$ cat src/sv/frt_pkg.sv
package frt_pkg;

   localparam int NUM_ENTRIES_DEFAULT = 16;
   localparam int MAX_FRAGMENTS       = 16;
   localparam int CHUNK_MAX           = 1024;

   localparam int ID_W     = 16;
   localparam int SEQ_W    = 4;
   localparam int LEN_W    = 11;
   localparam int TIME_W   = 32;
   localparam int TMO_W    = 16;
   localparam int SLOT_W   = 4;
   localparam int OFFSET_W = 14;
   localparam int TOTAL_W  = 15;
   localparam int CSR_W    = 16;

   typedef enum logic [2:0] {
      STATUS_DROP     = 3'd0,
      STATUS_REJECT   = 3'd1,
      STATUS_ACCEPT   = 3'd2,
      STATUS_COMPLETE = 3'd3,
      STATUS_FULL     = 3'd4
   } status_type;

   typedef enum logic {
      CSR_CHUNK_LEN = 1'b0,
      CSR_TIMEOUT   = 1'b1
   } csr_index_type;

   typedef struct packed {
      logic [ID_W-1:0]          packet_id;
      logic [SEQ_W-1:0]         last_index;
      logic [MAX_FRAGMENTS-1:0] mask;
      logic [TIME_W-1:0]        stamp;
      logic [TOTAL_W-1:0]       total_len;
   } entry_type;

   typedef struct packed {
      logic [TIME_W-1:0] op_a;
      logic [TIME_W-1:0] op_b;
      logic [TMO_W-1:0]  op_c;
   } cmp_req_type;

   typedef struct packed {
      logic eq;
      logic gt;
   } cmp_rsp_type;

endpackage

$ cat src/sv/fragment_reassembly_tracker.sv
// Channel  Direction  Handshake                 Payload
// req      in         req_tvalid / req_tready   req_tdata: one fragment header
// rsp      out        rsp_tvalid / rsp_tready   rsp_tuser status, rsp_tdata result
// csr      in         csr_we (always taken)     csr_addr, csr_wdata
//
// One fragment goes through a serial lookup, then a serial timeout sweep, one
// entry a cycle through the shared compare unit and the registered table read,
// and the result goes to rsp after the sweep. A length drop skips both scans.
// reset is synchronous; it clears all entry valid bits and the control flags.
// The next transfer is taken while a result still waits on rsp; the one after
// that waits in RESP until rsp_tready frees the output register.
module fragment_reassembly_tracker
   import frt_pkg::*;
#(
   parameter int NUM_ENTRIES = NUM_ENTRIES_DEFAULT
)
(
   input  logic        clock,
   input  logic        reset,
   input  logic        req_tvalid,
   output logic        req_tready,
   // [15:0] packet_id, [19:16] frag_seq, [23:20] last_index,
   // [34:24] payload_len, [66:35] now_seconds, [71:67] zero
   input  logic [71:0] req_tdata,
   output logic        rsp_tvalid,
   input  logic        rsp_tready,
   // [3:0] slot, [17:4] write_offset, [32:18] total_len, [39:33] zero
   output logic [39:0] rsp_tdata,
   // [2:0] status
   output logic [2:0]  rsp_tuser,
   input  logic        csr_we,
   input  logic        csr_addr,
   input  logic [15:0] csr_wdata
);

   localparam int IDX_W = (NUM_ENTRIES > 1) ? $clog2(NUM_ENTRIES) : 1;
   localparam logic [IDX_W-1:0] LAST_IDX = IDX_W'(NUM_ENTRIES - 1);

   typedef enum logic [5:0] {
      ST_IDLE   = 6'b000001,
      ST_CHECK  = 6'b000010,
      ST_LOOKUP = 6'b000100,
      ST_DECIDE = 6'b001000,
      ST_SWEEP  = 6'b010000,
      ST_RESP   = 6'b100000
   } state_type;

   state_type state_ff, state_in;

   logic [LEN_W-1:0] chunk_len_ff, chunk_len_in;
   logic [TMO_W-1:0] timeout_ff, timeout_in;
   logic [LEN_W-1:0] chunk_eff;

   logic [ID_W-1:0]   id_ff, id_in;
   logic [SEQ_W-1:0]  seq_ff, seq_in;
   logic [SEQ_W-1:0]  last_ff, last_in;
   logic [LEN_W-1:0]  len_ff, len_in;
   logic [TIME_W-1:0] now_ff, now_in;
   logic [OFFSET_W-1:0] offset_ff, offset_in;

   logic [NUM_ENTRIES-1:0] valid_ff, valid_in;

   logic [IDX_W-1:0] scan_idx_ff, scan_idx_in;
   logic             issue_ff, issue_in;
   logic             pend_ff, pend_in;
   logic [IDX_W-1:0] pend_idx_ff, pend_idx_in;

   logic             hit_ff, hit_in;
   logic [IDX_W-1:0] hit_idx_ff, hit_idx_in;
   entry_type        hit_entry_ff, hit_entry_in;
   logic             free_ff, free_in;
   logic [IDX_W-1:0] free_idx_ff, free_idx_in;

   status_type          res_status_ff, res_status_in;
   logic [SLOT_W-1:0]   res_slot_ff, res_slot_in;
   logic [OFFSET_W-1:0] res_offset_ff, res_offset_in;
   logic [TOTAL_W-1:0]  res_total_ff, res_total_in;

   logic                rsp_tvalid_ff, rsp_tvalid_in;
   status_type          rsp_status_ff, rsp_status_in;
   logic [SLOT_W-1:0]   rsp_slot_ff, rsp_slot_in;
   logic [OFFSET_W-1:0] rsp_offset_ff, rsp_offset_in;
   logic [TOTAL_W-1:0]  rsp_total_ff, rsp_total_in;

   logic             tbl_wr_en;
   logic [IDX_W-1:0] tbl_wr_addr;
   entry_type        tbl_wr_data;
   logic [IDX_W-1:0] tbl_rd_addr;
   entry_type        tbl_rd_data;

   cmp_req_type cmp_req;
   cmp_rsp_type cmp_rsp;

   logic                     scan_done;
   logic                     bad_frag;
   logic                     conflict;
   logic [MAX_FRAGMENTS-1:0] new_mask;
   logic [MAX_FRAGMENTS-1:0] full_mask;
   logic [TOTAL_W-1:0]       new_total;
   logic [IDX_W-1:0]         target_idx;
   logic                     complete;

   frt_entry_table #(
      .NUM_ENTRIES (NUM_ENTRIES),
      .IDX_W       (IDX_W)
   ) u_table (
      .clock   (clock),
      .wr_en   (tbl_wr_en),
      .wr_addr (tbl_wr_addr),
      .wr_data (tbl_wr_data),
      .rd_addr (tbl_rd_addr),
      .rd_data (tbl_rd_data)
   );

   frt_cmp_unit u_cmp (
      .cmp_req (cmp_req),
      .cmp_rsp (cmp_rsp)
   );

   assign chunk_eff = (chunk_len_ff > LEN_W'(CHUNK_MAX)) ? LEN_W'(CHUNK_MAX) : chunk_len_ff;

   assign req_tready = (state_ff == ST_IDLE);
   assign rsp_tvalid = rsp_tvalid_ff;
   assign rsp_tuser  = rsp_status_ff;
   assign rsp_tdata  = {7'd0, rsp_total_ff, rsp_offset_ff, rsp_slot_ff};

   assign scan_done = pend_ff && (pend_idx_ff == LAST_IDX);

   // shared compare: id match in lookup, stamp + timeout in sweep
   always_comb begin
      if (state_ff == ST_SWEEP) begin
         cmp_req.op_a = now_ff;
         cmp_req.op_b = tbl_rd_data.stamp;
         cmp_req.op_c = timeout_ff;
      end else begin
         cmp_req.op_a = TIME_W'(id_ff);
         cmp_req.op_b = TIME_W'(tbl_rd_data.packet_id);
         cmp_req.op_c = '0;
      end
   end

   always_comb begin
      bad_frag  = (32'(last_ff) >= MAX_FRAGMENTS) || (seq_ff > last_ff) ||
                  ((seq_ff != last_ff) && (len_ff != chunk_eff));
      conflict  = hit_ff && ((hit_entry_ff.last_index != last_ff) ||
                             hit_entry_ff.mask[seq_ff]);
      new_mask  = (hit_ff ? hit_entry_ff.mask : '0) |
                  (MAX_FRAGMENTS'(1) << seq_ff);
      full_mask = {MAX_FRAGMENTS{1'b1}} >> (SEQ_W'(MAX_FRAGMENTS - 1) - last_ff);
      if (seq_ff == last_ff) begin
         new_total = TOTAL_W'(offset_ff) + TOTAL_W'(len_ff);
      end else begin
         new_total = hit_ff ? hit_entry_ff.total_len : '0;
      end
      target_idx = hit_ff ? hit_idx_ff : free_idx_ff;
      complete   = (new_mask == full_mask);
   end

   always_comb begin
      state_in      = state_ff;
      chunk_len_in  = chunk_len_ff;
      timeout_in    = timeout_ff;
      id_in         = id_ff;
      seq_in        = seq_ff;
      last_in       = last_ff;
      len_in        = len_ff;
      now_in        = now_ff;
      offset_in     = offset_ff;
      valid_in      = valid_ff;
      scan_idx_in   = scan_idx_ff;
      issue_in      = issue_ff;
      pend_in       = 1'b0;
      pend_idx_in   = pend_idx_ff;
      hit_in        = hit_ff;
      hit_idx_in    = hit_idx_ff;
      hit_entry_in  = hit_entry_ff;
      free_in       = free_ff;
      free_idx_in   = free_idx_ff;
      res_status_in = res_status_ff;
      res_slot_in   = res_slot_ff;
      res_offset_in = res_offset_ff;
      res_total_in  = res_total_ff;
      rsp_tvalid_in = rsp_tvalid_ff;
      rsp_status_in = rsp_status_ff;
      rsp_slot_in   = rsp_slot_ff;
      rsp_offset_in = rsp_offset_ff;
      rsp_total_in  = rsp_total_ff;
      tbl_wr_en     = 1'b0;
      tbl_wr_addr   = target_idx;
      tbl_wr_data   = '{packet_id: id_ff, last_index: last_ff, mask: new_mask,
                        stamp: now_ff, total_len: new_total};
      tbl_rd_addr   = scan_idx_ff;

      if (csr_we) begin
         unique case (csr_index_type'(csr_addr))
            CSR_CHUNK_LEN: chunk_len_in = csr_wdata[LEN_W-1:0];
            CSR_TIMEOUT:   timeout_in   = csr_wdata[TMO_W-1:0];
            default: ;
         endcase
      end

      if (rsp_tvalid_ff && rsp_tready) begin
         rsp_tvalid_in = 1'b0;
      end

      if ((state_ff == ST_LOOKUP || state_ff == ST_SWEEP) && issue_ff) begin
         pend_in     = 1'b1;
         pend_idx_in = scan_idx_ff;
         if (scan_idx_ff == LAST_IDX) begin
            issue_in = 1'b0;
         end else begin
            scan_idx_in = scan_idx_ff + 1'b1;
         end
      end

      unique case (state_ff)
         ST_IDLE: begin
            if (req_tvalid) begin
               id_in    = req_tdata[15:0];
               seq_in   = req_tdata[19:16];
               last_in  = req_tdata[23:20];
               len_in   = req_tdata[34:24];
               now_in   = req_tdata[66:35];
               state_in = ST_CHECK;
            end
         end
         ST_CHECK: begin
            offset_in   = OFFSET_W'(seq_ff) * OFFSET_W'(chunk_eff);
            hit_in      = 1'b0;
            free_in     = 1'b0;
            scan_idx_in = '0;
            issue_in    = 1'b1;
            if (len_ff == '0 || len_ff > chunk_eff) begin
               res_status_in = STATUS_DROP;
               res_slot_in   = '0;
               res_offset_in = '0;
               res_total_in  = '0;
               issue_in      = 1'b0;
               state_in      = ST_RESP;
            end else begin
               state_in = ST_LOOKUP;
            end
         end
         ST_LOOKUP: begin
            if (pend_ff) begin
               if (valid_ff[pend_idx_ff]) begin
                  if (!hit_ff && cmp_rsp.eq) begin
                     hit_in       = 1'b1;
                     hit_idx_in   = pend_idx_ff;
                     hit_entry_in = tbl_rd_data;
                  end
               end else if (!free_ff) begin
                  free_in     = 1'b1;
                  free_idx_in = pend_idx_ff;
               end
            end
            if (scan_done) begin
               state_in = ST_DECIDE;
            end
         end
         ST_DECIDE: begin
            res_offset_in = '0;
            res_total_in  = '0;
            res_slot_in   = hit_ff ? SLOT_W'(hit_idx_ff) : '0;
            if (bad_frag || conflict) begin
               res_status_in = STATUS_REJECT;
            end else if (!hit_ff && !free_ff) begin
               res_status_in = STATUS_FULL;
            end else begin
               tbl_wr_en              = 1'b1;
               valid_in[target_idx]   = !complete;
               res_slot_in            = SLOT_W'(target_idx);
               res_offset_in          = offset_ff;
               if (complete) begin
                  res_status_in = STATUS_COMPLETE;
                  res_total_in  = new_total;
               end else begin
                  res_status_in = STATUS_ACCEPT;
               end
            end
            scan_idx_in = '0;
            issue_in    = 1'b1;
            state_in    = ST_SWEEP;
         end
         ST_SWEEP: begin
            if (pend_ff && valid_ff[pend_idx_ff] && cmp_rsp.gt) begin
               valid_in[pend_idx_ff] = 1'b0;
            end
            if (scan_done) begin
               state_in = ST_RESP;
            end
         end
         ST_RESP: begin
            if (!rsp_tvalid_ff || rsp_tready) begin
               rsp_tvalid_in = 1'b1;
               rsp_status_in = res_status_ff;
               rsp_slot_in   = res_slot_ff;
               rsp_offset_in = res_offset_ff;
               rsp_total_in  = res_total_ff;
               state_in      = ST_IDLE;
            end
         end
         default: state_in = ST_IDLE;
      endcase
   end

   always_ff @(posedge clock) begin
      if (reset) begin
         state_ff      <= ST_IDLE;
         chunk_len_ff  <= LEN_W'(1024);
         timeout_ff    <= TMO_W'(30);
         valid_ff      <= '0;
         issue_ff      <= 1'b0;
         pend_ff       <= 1'b0;
         rsp_tvalid_ff <= 1'b0;
      end else begin
         state_ff      <= state_in;
         chunk_len_ff  <= chunk_len_in;
         timeout_ff    <= timeout_in;
         valid_ff      <= valid_in;
         issue_ff      <= issue_in;
         pend_ff       <= pend_in;
         rsp_tvalid_ff <= rsp_tvalid_in;
      end
   end

   always_ff @(posedge clock) begin
      id_ff         <= id_in;
      seq_ff        <= seq_in;
      last_ff       <= last_in;
      len_ff        <= len_in;
      now_ff        <= now_in;
      offset_ff     <= offset_in;
      scan_idx_ff   <= scan_idx_in;
      pend_idx_ff   <= pend_idx_in;
      hit_ff        <= hit_in;
      hit_idx_ff    <= hit_idx_in;
      hit_entry_ff  <= hit_entry_in;
      free_ff       <= free_in;
      free_idx_ff   <= free_idx_in;
      res_status_ff <= res_status_in;
      res_slot_ff   <= res_slot_in;
      res_offset_ff <= res_offset_in;
      res_total_ff  <= res_total_in;
      rsp_status_ff <= rsp_status_in;
      rsp_slot_ff   <= rsp_slot_in;
      rsp_offset_ff <= rsp_offset_in;
      rsp_total_ff  <= rsp_total_in;
   end

endmodule

$ cat src/sv/frt_cmp_unit.sv
module frt_cmp_unit
   import frt_pkg::*;
(
   input  cmp_req_type cmp_req,
   output cmp_rsp_type cmp_rsp
);

   logic [TIME_W:0] sum;
   logic [TIME_W:0] lhs;

   // a against b + c, no wrap
   assign sum = {1'b0, cmp_req.op_b} + (TIME_W+1)'(cmp_req.op_c);
   assign lhs = {1'b0, cmp_req.op_a};

   assign cmp_rsp.eq = (lhs == sum);
   assign cmp_rsp.gt = (lhs > sum);

endmodule

$ cat src/sv/frt_entry_table.sv
module frt_entry_table
   import frt_pkg::*;
#(
   parameter int NUM_ENTRIES = NUM_ENTRIES_DEFAULT,
   parameter int IDX_W       = 4
)
(
   input  logic             clock,
   input  logic             wr_en,
   input  logic [IDX_W-1:0] wr_addr,
   input  entry_type        wr_data,
   input  logic [IDX_W-1:0] rd_addr,
   output entry_type        rd_data
);

   entry_type mem [NUM_ENTRIES];
   entry_type rd_data_ff;

   always_ff @(posedge clock) begin
      if (wr_en) begin
         mem[wr_addr] <= wr_data;
      end
      rd_data_ff <= mem[rd_addr];
   end

   assign rd_data = rd_data_ff;

endmodule
$ cat config.mk
export PLATFORM = sky130hd
export DESIGN_NAME = fragment_reassembly_tracker
export DESIGN_NICKNAME = d
export VERILOG_FILES = /design/src/sv/frt_pkg.sv /design/src/sv/fragment_reassembly_tracker.sv /design/src/sv/frt_cmp_unit.sv /design/src/sv/frt_entry_table.sv
export SDC_FILE = /design/constraint.sdc
export NUM_CORES = 2
export LEC_CHECK = 0
export ABC_AREA = 0
export BUFFER_PORTS_ARGS = -buffer_cell sky130_fd_sc_hd__buf_2
export CORE_MARGIN = 2
export CORE_UTILIZATION = 56
export CTS_CLUSTER_DIAMETER = 200
export DETAILED_ROUTE_END_ITERATION = 12
export PLACE_DENSITY_LB_ADDON = 0.25
export SETUP_SLACK_MARGIN = 0.15
export SYNTH_ARGS = -nofsm -noshare
export SYNTH_HDL_FRONTEND = slang
export SYNTH_SLANG_ARGS = --single-unit
export TNS_END_PERCENT = 50
$ cat constraint.sdc
create_clock -name clock -period 11.65 [get_ports clock]
set_clock_uncertainty 0.05 [all_clocks]
set_input_delay 0.5825 -clock clock [delete_from_list [all_inputs] [get_ports clock]]
set_output_delay 0.5825 -clock clock [all_outputs]
set_load 0.03 [all_outputs]
==> flow_summary.toml <==
[status]
status = "finished, final reports clean"

[clocking]
htreeDepth = 4
cts_buffers = 164
cts.clk_slew.worst_paths_ns = 0.06
ctsResizeCount = 0
clock_path_buffers = 3
clockRootBuffer = "clkbuf_16"
clock-sinks = 1669
clock_latency_ns = 0.80
cts_tree = "built"

[floorplanning]
die_w_um = 348
core-area_sq_um = 118000
die_area_sq_um = 121000
num_io_pins = 139
rows = 126
die_height_um = 348
initial_utilization_pct = 56.2

[sta]
worst_pin_slew_ns = 1.23
finalCriticalPeriod_ns = 8.07
tns_ns = 0
fmax_mhz = 124
hold_violations = 0
setup_viol = 0
slew_headroom_pct = 17.7
grt_setup_unrepaired = "no"
period_share_pct = 69.2
final_max_slew_viol_count = 0
worst_hold_slack_ns = 0.0909

[detailed_routing]
vias = 33400
drt_iter0_markers = 3968
routedWlPerCell_um = 28.4
drc = 0
ant_nets = 0
dr.pass1.iters = 6
wl_um = 151000
viasPerCell = 6.29

[final_layout]
final_util_pct = 63.4
fin_nets = 3841
syn_to_final_growth_pct = 12.9
layout-drive-gt1-share_pct = 23.3
stdcell_count = 5313
fillers = 7872

[worst_hold_path]
hold_class = "in2reg"
min_from = "req_tdata[15]"

[setup_path]
startpoint = "state_ff[5]"
worstSetupStartpointType = "flip-flop"
worstSetupPathType = "reg2reg"
critPathRequiredTime_ns = 12.24
crit_path_end_kind = "flip-flop"
arrival_ns = 8.65
r2r-start = "state_ff[5]"
crit_fanout = 81

[yosys]
syn_area_sq_um = 66100
synth_area_leader_cell = "edfxtp_1"
ys_top_cells_by_area = "edfxtp_1 70%, mux4_2 14%, dfxtp_1 4.2%, ha_1 1.7%, nand2_1 1.5%"
synthFlopType = "edfxtp_1"
synth_edf_count = 1530
synth_most_common_cell = "edfxtp_1"
synthTopCellsByCount = "1,530 x edfxtp_1, 424 x mux4_2, 272 x nand2_1"
syn_avg_cell_area_sq_um = 19.6
synth_top_area_share_pct = 69.5
synth_cell_types = 75
async_flop_share_pct = 0
ys_ff_latch = 1669
ys_seq_area_share_pct = 73.7
synth_warnings = 0
syn_inst = 3378

[power]
p_total_uw = 12500
p_per_area_nw_per_um2 = 168
p_leak_uw = 0.0242
peakVddDrop_v = 0.000151

[grt]
overflow = 0
grt_pass1_wl_um = 222000
grt_pass1_vias = 34200
grt_start_max_net_pins = 152
grt_util_all_layers_pct = 25.4
antenna_found_initial = 1

[placed_design]
hpwlAfterDp_um = 80500
place_inst = 4934
io_buffer_count = 126
gp_congestion = 0.930

[job]
cap_violations = 0
## metal layers
metal	track usage [%]	up-vias	wire length (um)
met2	41.3	1491	74300
met4	7.62	0	3840
met3	3.95	259	11600
met1	36.0	17500	61200
li1	-	14100	-
met5	0	-	0
## registers in the layout, summed over array words and instances (netlist names), 14 cells and up
name,cells
timeout_ff,16
res_offset_ff,14
valid_ff,16
now_ff,32
hit_entry_ff,35
res_total_ff,15
offset_ff,14
rsp_total_ff,15
u_table.mem,1328
rsp_offset_ff,14
u_table.rd_data,83
id_ff,16
## power by group
part | switching [uW] | total, uW | leakage, uW | internal, uW
clock network | 2210 | 5230 | 0.00263 | 3030
logic | 285 | 439 | 0.00654 | 153
registers | 151 | 6870 | 0.0150 | 6720
total | 2640 | 12500 | 0.0242 | 9900
## kinds of logic after synthesis
| logic type | synth area share, % |
|---|---|
| other | 0.00568 |
| AO/OA/AOI/OAI | 2.98 |
| XOR/XNOR | 0.782 |
| buffers and inverters | 1.50 |
| adder cells (fa/ha/maj) | 2.36 |
| flip-flops | 73.7 |
| AND/OR/NAND/NOR | 4.13 |
| multiplexers | 14.5 |
## worst max-delay path, stage by stage (launching register included)
cell       delay (ns)
dfxtp_1          0.34
nor4_1           0.52
and3b_2          0.38
buf_4            0.65
and2_1           0.28
ha_1             0.26
a211o_1          0.32
a2111oi_0        0.88
o211ai_1         0.27
nand2_1          0.15
o21ai_0          0.33
nand3_1          0.23
xnor2_1          0.13
nand2_1          0.08
ha_1             0.35
nand4_1          0.18
nor4_1           0.35
nand2_1          0.30
o2111ai_1        0.17
a31o_1           0.12
a21o_1           0.58
a2111o_1         0.77
o32ai_1          0.19
## metrics by stage
step	area, sq um	setup WS (ns)
floorplan	66100	1.99
global placement	68500	3.96
detailed placement	68500	3.85
CTS	74600	3.79
global route	74600	3.14
finish	74600	3.58
## timing repair
| item | 4_1_cts | 5_1_grt |
|---|---|---|
| buffers inserted | 0 | 0 |
| hold endpoints to repair | 71 | 0 |
| hold buffers | 71 | 0 |
## layout make-up
cell class / instances / area [sq um] / share of cell area [%]
Antenna cell: 1 / 2.50 / 0.00335
Clock buffer: 243 / 4690 / 6.29
Clock inverter: 64 / 716 / 0.959
Inverter: 92 / 380 / 0.510
Multi-Input combinational cell: 1463 / 16400 / 22.0
Sequential cell: 1669 / 48700 / 65.3
Tap cell: 1536 / 1920 / 2.58
Timing Repair Buffer: 245 / 1750 / 2.35
## cells in the final DEF (no fill, tap or decap), types with 20 or more instances in the layout
master         count
clkbuf_16        166
nand2_1          272
dlygate4sd3_1     71
nor2_1            56
o21ai_0           36
inv_1             76
ha_1              92
fa_1              20
edfxtp_1        1530
mux4_2           424
buf_4             44
nand3_1           34
a21oi_1          114
dfxtp_1          135
and2_1            63
buf_2            126
clkbuf_8          25
nor2b_1           34
xnor2_1           41
clkbuf_1          52
## worst paths after layout
path / end / slack (ns) / cells after the start
hold reg to reg: hit_entry_ff[63] / 0.35 / 0
hold / removal: id_ff[15] / 0.09 / 1
setup reg to reg: valid_ff[14] / 3.58 / 22
setup / recovery: valid_ff[14] / 3.58 / 22
(Power assumes the default switching activity.)
